$ cat src/design/sdaf_pkg.sv
// shared constants, types and a sizing function for the decimal text formatter
`default_nettype none

package sdaf_pkg;

   localparam int VALUE_WIDTH = 32;
   localparam int Radix = 10;

   // number of decimal digits in the largest magnitude, 2^(VALUE_WIDTH-1)
   function automatic int digits_for_width(input int width);
      longint unsigned v;
      int n;
      begin
         v = longint'(1) << (width - 1);
         n = 1;
         v = v / Radix;
         while (v != 0) begin
            n = n + 1;
            v = v / Radix;
         end
         return n;
      end
   endfunction

   localparam int DIGIT_COUNT = digits_for_width(VALUE_WIDTH);
   localparam int BCD_WIDTH = 4 * DIGIT_COUNT;
   localparam int COUNT_WIDTH = $clog2(VALUE_WIDTH + 1);
   localparam int CHAR_WIDTH = 6;

   localparam logic [CHAR_WIDTH-1:0] ASCII_ZERO = CHAR_WIDTH'(48);
   localparam logic [CHAR_WIDTH-1:0] ASCII_NINE = CHAR_WIDTH'(57);
   localparam logic [CHAR_WIDTH-1:0] ASCII_MINUS = CHAR_WIDTH'(45);

   typedef enum logic [1:0] {
      ST_IDLE,
      ST_CONVERT,
      ST_SKIP,
      ST_EMIT
   } state_type;

   typedef logic [BCD_WIDTH-1:0] bcd_type;

endpackage

`default_nettype wire

$ cat src/design/sdaf_dabble_step.sv
// one shift-and-add-3 step of binary to packed bcd conversion
`default_nettype none

module sdaf_dabble_step
   import sdaf_pkg::*;
(
   input  var bcd_type bcd_cur,
   input  wire         bit_in,
   output bcd_type     bcd_next
);

   bcd_type adjusted;

   // each digit of 5 or more gets 3 added so the doubling carries in decimal
   always_comb begin
      for (int i = 0; i < DIGIT_COUNT; i++) begin
         if (bcd_cur[4*i +: 4] >= 4'd5) begin
            adjusted[4*i +: 4] = bcd_cur[4*i +: 4] + 4'd3;
         end else begin
            adjusted[4*i +: 4] = bcd_cur[4*i +: 4];
         end
      end
   end

   assign bcd_next = {adjusted[BCD_WIDTH-2:0], bit_in};

endmodule

`default_nettype wire

$ cat src/design/signed_decimal_ascii_formatter.sv
// top level: sequencer that renders a signed value as ascii decimal characters
//
// Usage: drive req_value and raise start; the item is taken at a rising edge where
// start is high and busy is low. busy then stays high until all characters of that
// value have been produced. Characters come out most significant first on
// rsp_character, each valid for exactly one cycle while rsp_strobe is high;
// rsp_last marks the final character. A negative value first gives '-', leading
// zeros are dropped, and zero gives the single character '0'.
// Timing: the magnitude runs through a shared shift-and-add-3 unit one bit a cycle,
// then a digit sweep skips leading zeros and emits one character a cycle. The '-'
// appears the cycle after accept. A new value is taken only once busy is low again,
// after all characters of the last one. The last character is on the outputs in the
// first cycle busy is low again.
// The receiver cannot stall; characters are never held back or repeated.
// Reset (synchronous, active high) returns the sequencer to idle and clears the
// strobe; no value is kept between items.
`default_nettype none

module signed_decimal_ascii_formatter
   import sdaf_pkg::*;
(
   input  wire                          clock,
   input  wire                          reset,
   input  wire                          start,
   output logic                         busy,
   input  wire signed [VALUE_WIDTH-1:0] req_value,
   output logic                         rsp_strobe,
   output logic       [CHAR_WIDTH-1:0]  rsp_character,
   output logic                         rsp_last
);

   state_type state_ff, state_in;
   logic [VALUE_WIDTH-1:0] mag_ff, mag_in;
   bcd_type bcd_ff, bcd_in;
   logic [COUNT_WIDTH-1:0] count_ff, count_in;
   logic strobe_ff, strobe_in;
   logic [CHAR_WIDTH-1:0] char_ff, char_in;
   logic last_ff, last_in;

   bcd_type bcd_step;
   logic [VALUE_WIDTH-1:0] value_u;
   logic [3:0] top_digit;

   sdaf_dabble_step u_step (
      .bcd_cur  (bcd_ff),
      .bit_in   (mag_ff[VALUE_WIDTH-1]),
      .bcd_next (bcd_step)
   );

   assign value_u = VALUE_WIDTH'(unsigned'(req_value));
   assign top_digit = bcd_ff[BCD_WIDTH-1 -: 4];
   assign busy = (state_ff != ST_IDLE);

   always_ff @(posedge clock) begin
      if (reset) begin
         state_ff <= ST_IDLE;
         strobe_ff <= 1'b0;
      end else begin
         state_ff <= state_in;
         strobe_ff <= strobe_in;
      end
      mag_ff <= mag_in;
      bcd_ff <= bcd_in;
      count_ff <= count_in;
      char_ff <= char_in;
      last_ff <= last_in;
   end

   always_comb begin
      state_in = state_ff;
      mag_in = mag_ff;
      bcd_in = bcd_ff;
      count_in = count_ff;
      strobe_in = 1'b0;
      char_in = char_ff;
      last_in = last_ff;
      unique case (state_ff)
         ST_IDLE: begin
            if (start) begin
               // two's complement magnitude, most negative value wraps to 2^(w-1)
               if (req_value[VALUE_WIDTH-1]) begin
                  mag_in = ~value_u + VALUE_WIDTH'(1);
                  strobe_in = 1'b1;
                  char_in = ASCII_MINUS;
                  last_in = 1'b0;
               end else begin
                  mag_in = value_u;
               end
               bcd_in = '0;
               count_in = COUNT_WIDTH'(VALUE_WIDTH);
               state_in = ST_CONVERT;
            end
         end
         ST_CONVERT: begin
            bcd_in = bcd_step;
            mag_in = {mag_ff[VALUE_WIDTH-2:0], 1'b0};
            count_in = count_ff - COUNT_WIDTH'(1);
            if (count_ff == COUNT_WIDTH'(1)) begin
               count_in = COUNT_WIDTH'(DIGIT_COUNT);
               state_in = ST_SKIP;
            end
         end
         ST_SKIP: begin
            // drop leading zeros but always keep the ones digit
            if (top_digit == 4'd0 && count_ff != COUNT_WIDTH'(1)) begin
               bcd_in = {bcd_ff[BCD_WIDTH-5:0], 4'd0};
               count_in = count_ff - COUNT_WIDTH'(1);
            end else begin
               state_in = ST_EMIT;
            end
         end
         ST_EMIT: begin
            strobe_in = 1'b1;
            char_in = ASCII_ZERO + CHAR_WIDTH'(top_digit);
            last_in = (count_ff == COUNT_WIDTH'(1));
            bcd_in = {bcd_ff[BCD_WIDTH-5:0], 4'd0};
            count_in = count_ff - COUNT_WIDTH'(1);
            if (count_ff == COUNT_WIDTH'(1)) begin
               state_in = ST_IDLE;
            end
         end
         default: begin
            state_in = ST_IDLE;
         end
      endcase
   end

   assign rsp_strobe = strobe_ff;
   assign rsp_character = char_ff;
   assign rsp_last = last_ff;

   a_accept_busy: assert property (@(posedge clock) disable iff (reset)
      (start && !busy) |=> busy)
      else $error("accepted item did not raise busy");

   a_char_range: assert property (@(posedge clock) disable iff (reset)
      rsp_strobe |-> (rsp_character == ASCII_MINUS ||
                      (rsp_character >= ASCII_ZERO && rsp_character <= ASCII_NINE)))
      else $error("character out of range");

   a_minus_not_last: assert property (@(posedge clock) disable iff (reset)
      (rsp_strobe && rsp_character == ASCII_MINUS) |-> !rsp_last)
      else $error("minus sign marked as last character");

   a_idle_only_last: assert property (@(posedge clock) disable iff (reset)
      (!busy && rsp_strobe) |-> rsp_last)
      else $error("non-final character shown while idle");

endmodule

`default_nettype wire

$ cat config.mk
export PLATFORM = sky130hd
export DESIGN_NAME = signed_decimal_ascii_formatter
export DESIGN_NICKNAME = d
export VERILOG_FILES = /design/src/design/sdaf_pkg.sv /design/src/design/sdaf_dabble_step.sv /design/src/design/signed_decimal_ascii_formatter.sv
export SDC_FILE = /design/constraint.sdc
export NUM_CORES = 1
export LEC_CHECK = 0
export BUFFER_PORTS_ARGS = -buffer_cell sky130_fd_sc_hd__buf_2
export CELL_PAD_IN_SITES_DETAIL_PLACEMENT = 0
export CELL_PAD_IN_SITES_GLOBAL_PLACEMENT = 1
export CORE_UTILIZATION = 43
export DETAILED_ROUTE_END_ITERATION = 12
export PLACE_DENSITY_LB_ADDON = 0.1
export SYNTH_ARGS = -nofsm -noshare
export SYNTH_HDL_FRONTEND = slang
export SYNTH_HIERARCHICAL = 1
export SYNTH_SLANG_ARGS = --single-unit
$ cat constraint.sdc
create_clock -name clock -period 4.1 [get_ports clock]
set_clock_uncertainty 0.15 [all_clocks]
set_input_delay 0.615 -clock clock [delete_from_list [all_inputs] [get_ports clock]]
set_output_delay 0.615 -clock clock [all_outputs]
set_load 0.05 [all_outputs]
==> flow_metrics.env, run 1 <==
export IMPL_status="completed"
export IMPL_antenna_found_initial=0
export IMPL_p_int_w=0.00277
export IMPL_routedWlPerCell_um=15.6
export IMPL_final_cell_mix="edfxtp_1 (84), nand2_1 (61), buf_2 (42)"
export IMPL_dpl_hpwl_um=8080
export IMPL_crit_chain="buf_2 -> inv_1 -> ha_1 -> or3b_1 -> or4_1 -> or2_1 -> a211o_1"
export IMPL_syn_to_final_growth_pct=11.8
export IMPL_fp_row_count=41
export IMPL_first_global_vias=4108
export IMPL_cts_root_buffer="clkbuf_16"
export IMPL_synth_top_area_cell="edfxtp_1"
export IMPL_cts_hold_buf=0
export IMPL_drc=0
export IMPL_clock_latency_ps=350
export IMPL_coreArea_um2=12800
export IMPL_slew_viol_final=0
export IMPL_arrival_ps=2630
export IMPL_critPathLaunchType="input port"
export IMPL_die_y_um=117
export IMPL_start_util_pct=44.6
export IMPL_gp_congestion=0.782
export IMPL_routed_wl_met3_um=357
export IMPL_cp_slowest_cell="or4_1"
export IMPL_seqPwrFrac_pct=40.5
export IMPL_ctsLongestPathBuffers=2
export IMPL_grt_start_max_net_pins=58
export IMPL_period_minus_slack_ps=2680
export IMPL_drtIter0Drc=326
export IMPL_fin_util_pct=49.9
export IMPL_portBuffers=42
export IMPL_cts_resized=0
export IMPL_ys_async_sr_fraction_pct=0
export IMPL_required_ps=4060
export IMPL_crit_family="simple AND/OR/NAND/NOR gates"
export IMPL_dieArea_um2=13700
export IMPL_setup_viol=0
export IMPL_critical_path_max_fanout=9
export IMPL_grt_total_usage_pct=19.1
export IMPL_grt_pass1_wl_um=19900
export IMPL_wl_met2_um=5920
export IMPL_grt_setup_unrepaired="false"
export IMPL_place_ws_ps=1050
export IMPL_fin_ws_ps=1420
export IMPL_synthTopCellsByArea="edfxtp_1 (44%), ha_1 (5.9%), a22o_1 (5.5%)"
export IMPL_vdd_drop_max_uv=375
export IMPL_cts_setup_buffers=0
export IMPL_viasPerCell=5.56
export IMPL_cts_clk_slew_worst_paths_ps=70
export IMPL_final_antenna_net_count=0
export IMPL_htree_levels=3
export IMPL_max_freq_mhz=373
export IMPL_die_x_um=117
export IMPL_synth_edf_count=84
export IMPL_num_nets_final=661
export IMPL_critPathKind="input port to flop"
export IMPL_worstSetupEndpointType="flop"
export IMPL_wl_met1_um=5590
export IMPL_worst_pin_slew_ps=907
export IMPL_synth_cell_types=57
export IMPL_drt_first_pass_iters=5
export IMPL_synth_seq_area_share_pct=45.4
export IMPL_relSlewSlack_pct=39.6
export IMPL_cp_buffers_inverters=2
export IMPL_hold_viol_final=0
export IMPL_antenna_cells=0
export IMPL_cts_tree="yes"
export IMPL_hold_path_class="input port to flop"
export IMPL_vias=4315
export IMPL_layout_commonest_cell="edfxtp_1"
export IMPL_pin_count=44
export IMPL_slowest_delay_ps=640
export IMPL_overflow=0
export IMPL_tns_ps=0
export IMPL_maxCapViolations=0
export IMPL_yosys_warnings=6
export IMPL_share_comb_of_total_power_pct=40.5
export IMPL_swShare_pct=39.0
export IMPL_ys_flop_type="edfxtp_1"
export IMPL_fin_crit_sh_pct=65.3
export IMPL_p_leak_nw=2.40
export IMPL_ys_ff_latch=87
export IMPL_numCtsBuffers=9
export IMPL_synthesis_area_um2=5690
export IMPL_drive_gt1_share_pct=14.1
export IMPL_synth_top_area_share_pct=44.3
export IMPL_pwr_share_clk_pct=19.0
export IMPL_nFillCells=1185
export IMPL_finalWirelength_um=12100
export IMPL_syn_inst=572
export IMPL_synthesis_nets=634
export IMPL_clock_sinks=87
export IMPL_top_layer="met4"
export IMPL_syn_area_per_cell_um2=9.95
export IMPL_power_density_nw_per_um2=714
export IMPL_switchingPower_w=0.00177
final timing paths:
| check | from | endpoint | slack, ps | depth (start not counted) |
|---|---|---|---|---|
| worst max register to register | state_ff[1] | mag_ff[6] | 1600 | 5 |
| worst min-delay path | reset | rsp_strobe | 320 | 2 |
| worst max-delay path | req_value[0] | mag_ff[26] | 1420 | 7 |
| worst min register to register | state_ff[1] | state_ff[1] | 370 | 2 |
power by group through the flow:
stage | registers [W] | logic [W] | clock network [W]
after floorplan | 0.00180 | 0.00144 | 0
after global placement | 0.00185 | 0.00181 | 0
after detailed placement | 0.00186 | 0.00186 | 0
after CTS | 0.00185 | 0.00187 | 0.000884
after global routing | 0.00190 | 0.00209 | 0.000909
final | 0.00184 | 0.00184 | 0.000863
cell usage after synthesis (3+ instances only):
master,number
a21oi_1,8
a21oi_2,10
a221oi_1,3
a22o_1,36
a22oi_1,3
a2bb2oi_1,4
and2_1,6
clkbuf_1,28
dfxtp_1,3
edfxtp_1,84
ha_1,27
inv_1,30
mux2i_1,12
nand2_1,61
nand2b_1,32
nand3_1,12
nand3b_1,4
nand4_1,3
nand4b_1,4
nor2_1,34
nor2b_1,5
nor3_1,13
nor3b_1,4
nor4_1,6
o211ai_1,4
o21ai_0,31
o21ai_1,9
o31ai_1,8
o41ai_1,5
or3_1,8
or4_1,15
xnor2_1,13
xor2_1,13
logic make-up (layout without fill, tap and decap cells):
kind of cell / count (synthesis) / count (layout) / synth area share [%]
XOR/XNOR: 26 / 26 / 4.00
flip-flops: 87 / 87 / 45.4
other: 1 / 1 / 0.0659
AO/OA/AOI/OAI: 140 / 140 / 18.0
multiplexers: 13 / 13 / 2.31
AND/OR/NAND/NOR: 215 / 215 / 20.0
adder cells (fa/ha/maj): 27 / 27 / 5.93
buffers and inverters: 63 / 95 / 4.44
layout make-up:
| cell class | instances | area, µm² | share of cell area (%) |
|---|---|---|---|
| clock inverter | 6 | 67.6 | 1.06 |
| inverter | 30 | 113 | 1.77 |
| timing repair buffer | 49 | 263 | 4.13 |
| tap | 172 | 215 | 3.38 |
| sequential | 87 | 2580 | 40.6 |
| multi-input combinational | 422 | 2890 | 45.4 |
| clock buffer | 10 | 239 | 3.75 |
metrics by stage:
stage               instances  hold WS (ps)  total power (W)  area, µm²
finish                    776           325          0.00455       6370
CTS                       776           308          0.00460       6370
floorplan                 572           334          0.00325       5700
global placement          760           350          0.00366       6060
global route              776           327          0.00491       6370
detailed placement        760           368          0.00372       6060
metal layers:
metal / track usage [%] / up-vias
met3: 2.83 / 14
met5: 0 / -
met2: 31.4 / 67
li1: - / 2182
met4: 9.54 / 0
met1: 24.6 / 2052
registers in the layout (all words and copies together) (netlist names):
name,flops
rsp_strobe,1
bcd_ff,40
mag_ff,32
state_ff,2
rsp_last,1
count_ff,6
rsp_character,5
No activity file was read; power rests on OpenSTA's default activity.
==> inputs of run 2 (changes only) <==
ABC_AREA = 1   (was default)
CORE_UTILIZATION = 41   (was 43)
clock period = 2.4 ns   (was 4.1 ns; I/O delays follow)
==> flow_metrics.env, run 2 <==
export IMPL_placedCellCount=955
export IMPL_r2r_slack_ps=290
export IMPL_status="completed"
export IMPL_ctsLongestPathBuffers=2
export IMPL_cts_hold_buf=0
export IMPL_cts_setup_buffers=0
export IMPL_reg2reg_depth=3
export IMPL_fin_util_pct=47.5
export IMPL_synthesis_area_um2=5970
export IMPL_period_minus_slack_ps=2110
export IMPL_min_from="reset"
export IMPL_num_nets_final=848
export IMPL_syn_area_per_cell_um2=7.92
export IMPL_pin_count=44
export IMPL_ys_async_sr_fraction_pct=0
export IMPL_worst_r2r_endpoint="rsp_character[0]"
export IMPL_hold_path_class="input port to flop"
export IMPL_critical_path_max_fanout=6
export IMPL_required_ps=2220
export IMPL_fp_row_count=43
export IMPL_die_y_um=123
export IMPL_drc=0
export IMPL_holdPathEnd="rsp_strobe"
export IMPL_overflow=0
export IMPL_slew_viol_final=0
export IMPL_synthTopCellsByArea="edfxtp_1 (42%), nand2_1 (11%), nor2_1 (6.9%)"
export IMPL_portBuffers=42
export IMPL_setup_viol=0
export IMPL_synth_top_area_cell="edfxtp_1"
export IMPL_synth_edf_count=84
export IMPL_coreArea_um2=14000
export IMPL_cts_tree="yes"
export IMPL_layout_commonest_cell="nand2_1"
export IMPL_tns_ps=0
export IMPL_first_global_vias=4707
export IMPL_finalInstanceArea_um2=6680
export IMPL_drive_gt1_share_pct=14.5
export IMPL_vias=4985
export IMPL_clock_sinks=87
export IMPL_die_x_um=123
export IMPL_grt_pass1_wl_um=22100
export IMPL_drtIter0Drc=325
export IMPL_ys_ff_latch=87
export IMPL_synth_seq_area_share_pct=43.3
export IMPL_finalWirelength_um=13200
export IMPL_reg_largest_list="bcd_ff (40), mag_ff (32), count_ff (6)"
export IMPL_htree_levels=3
export IMPL_syn_inst=754
export IMPL_synth_cell_types=44
export IMPL_gp_congestion=0.842
export IMPL_grt_setup_unrepaired="false"
export IMPL_cts_clk_slew_worst_paths_ps=60
export IMPL_numCtsBuffers=9
export IMPL_relSlewSlack_pct=30.8
export IMPL_holdPathStages=2
export IMPL_maxCapViolations=0
export IMPL_vdd_drop_max_uv=495
export IMPL_yosys_warnings=6
export IMPL_hold_viol_final=0
export IMPL_fin_crit_sh_pct=87.9
export IMPL_critPathKind="flop to flop"
export IMPL_routedWlPerCell_um=13.6
export IMPL_syn_to_final_growth_pct=11.8
export IMPL_max_freq_mhz=474
export IMPL_worstSetupEndpointType="flop"
export IMPL_cts_resized=0
export IMPL_r2r_start="state_ff[0]"
export IMPL_final_cell_mix="nand2_1 (171), nor2_1 (110), edfxtp_1 (84)"
export IMPL_antenna_cells=0
export IMPL_worst_pin_slew_ps=1030
export IMPL_arrival_ps=1930
export IMPL_holdWs_ps=37.8
export IMPL_viasPerCell=5.13
export IMPL_grt_start_max_net_pins=47
export IMPL_synth_top_area_share_pct=42.3
export IMPL_synthesis_nets=816
export IMPL_power_density_nw_per_um2=1230
export IMPL_grt_total_usage_pct=18.8
export IMPL_dpl_hpwl_um=9240
export IMPL_clock_latency_ps=350
export IMPL_crit_start="state_ff[0]"
export IMPL_largest_register="bcd_ff"
export IMPL_synth_most_common_cell="nand2_1"
export IMPL_start_util_pct=42.5
export IMPL_dieArea_um2=15000
export IMPL_largest_reg_flops=40
export IMPL_cts_root_buffer="clkbuf_16"
export IMPL_synthTopCellsByCount="nand2_1 (171), nor2_1 (110), edfxtp_1 (84)"
export IMPL_ys_flop_type="edfxtp_1"
export IMPL_critPathLaunchType="flop"
export IMPL_placed_area_um2=6350
export IMPL_drt_first_pass_iters=4
export IMPL_antenna_found_initial=0
export IMPL_p_leak_nw=2.81
export IMPL_final_antenna_net_count=0
export IMPL_final_cells=971
==> run 2: kinds of logic (layout without fill, tap and decap cells) <==
kind of cell,Yosys count,after routing,synth area share [%]
DFF,87,87,43.3
and+or+nand+nor,384,384,28.1
xor gates and xnor gates,4,4,0.587
other,1,1,0.0628
buffers and inverters,114,151,7.88
AOI/OAI and AO/OA,137,137,14.4
adders and majority gates,27,27,5.66
==> run 2: critical path: stages (launching register included) <==
cell and delay, ps:
dfxtp_1 380, ha_1 290, inv_1 140, o21ai_0 770
==> run 2: metal layers <==
metal | share of wire (%) | GRT usage [%] | vias to the layer above
met5 | 0 | 0 | -
met4 | 1.6 | 7.85 | 0
met3 | 2.5 | 2.42 | 12
met2 | 47 | 31.2 | 61
met1 | 49 | 24.5 | 2321
li1 | - | - | 2591
==> run 2: worst max path at each step <==
stage	end	slack, ps	cells past startpoint
floorplan	bcd_ff[0]	70	5
global placement	mag_ff[19]	340	3
detailed placement	rsp_character[0]	240	3
CTS	rsp_character[0]	230	3
global route	mag_ff[26]	110	3
finish	rsp_character[0]	290	3
==> run 2: area by class of cell <==
type                            instances  area (µm²)
Clock buffer                           10         239
Inverter                               87         333
Fill cell                            1365        7370
Multi-Input combinational cell        553        2940
Sequential cell                        87        2580
Clock inverter                          6        83.8
Tap cell                              180         225
Timing Repair Buffer                   48         268
==> run 2: power breakdown <==
group          switching (W)  internal (W)
sequential          0.000506       0.00265
combinational        0.00235       0.00117
clock               0.000583      0.000934
total                0.00344       0.00476
==> run 2: stage by stage <==
step | total power (W) | worst slack [ps]
floorplan | 0.00585 | 71.3
global placement | 0.00666 | 338
detailed placement | 0.00673 | 240
CTS | 0.00830 | 233
global route | 0.00890 | 111
finish | 0.00821 | 290
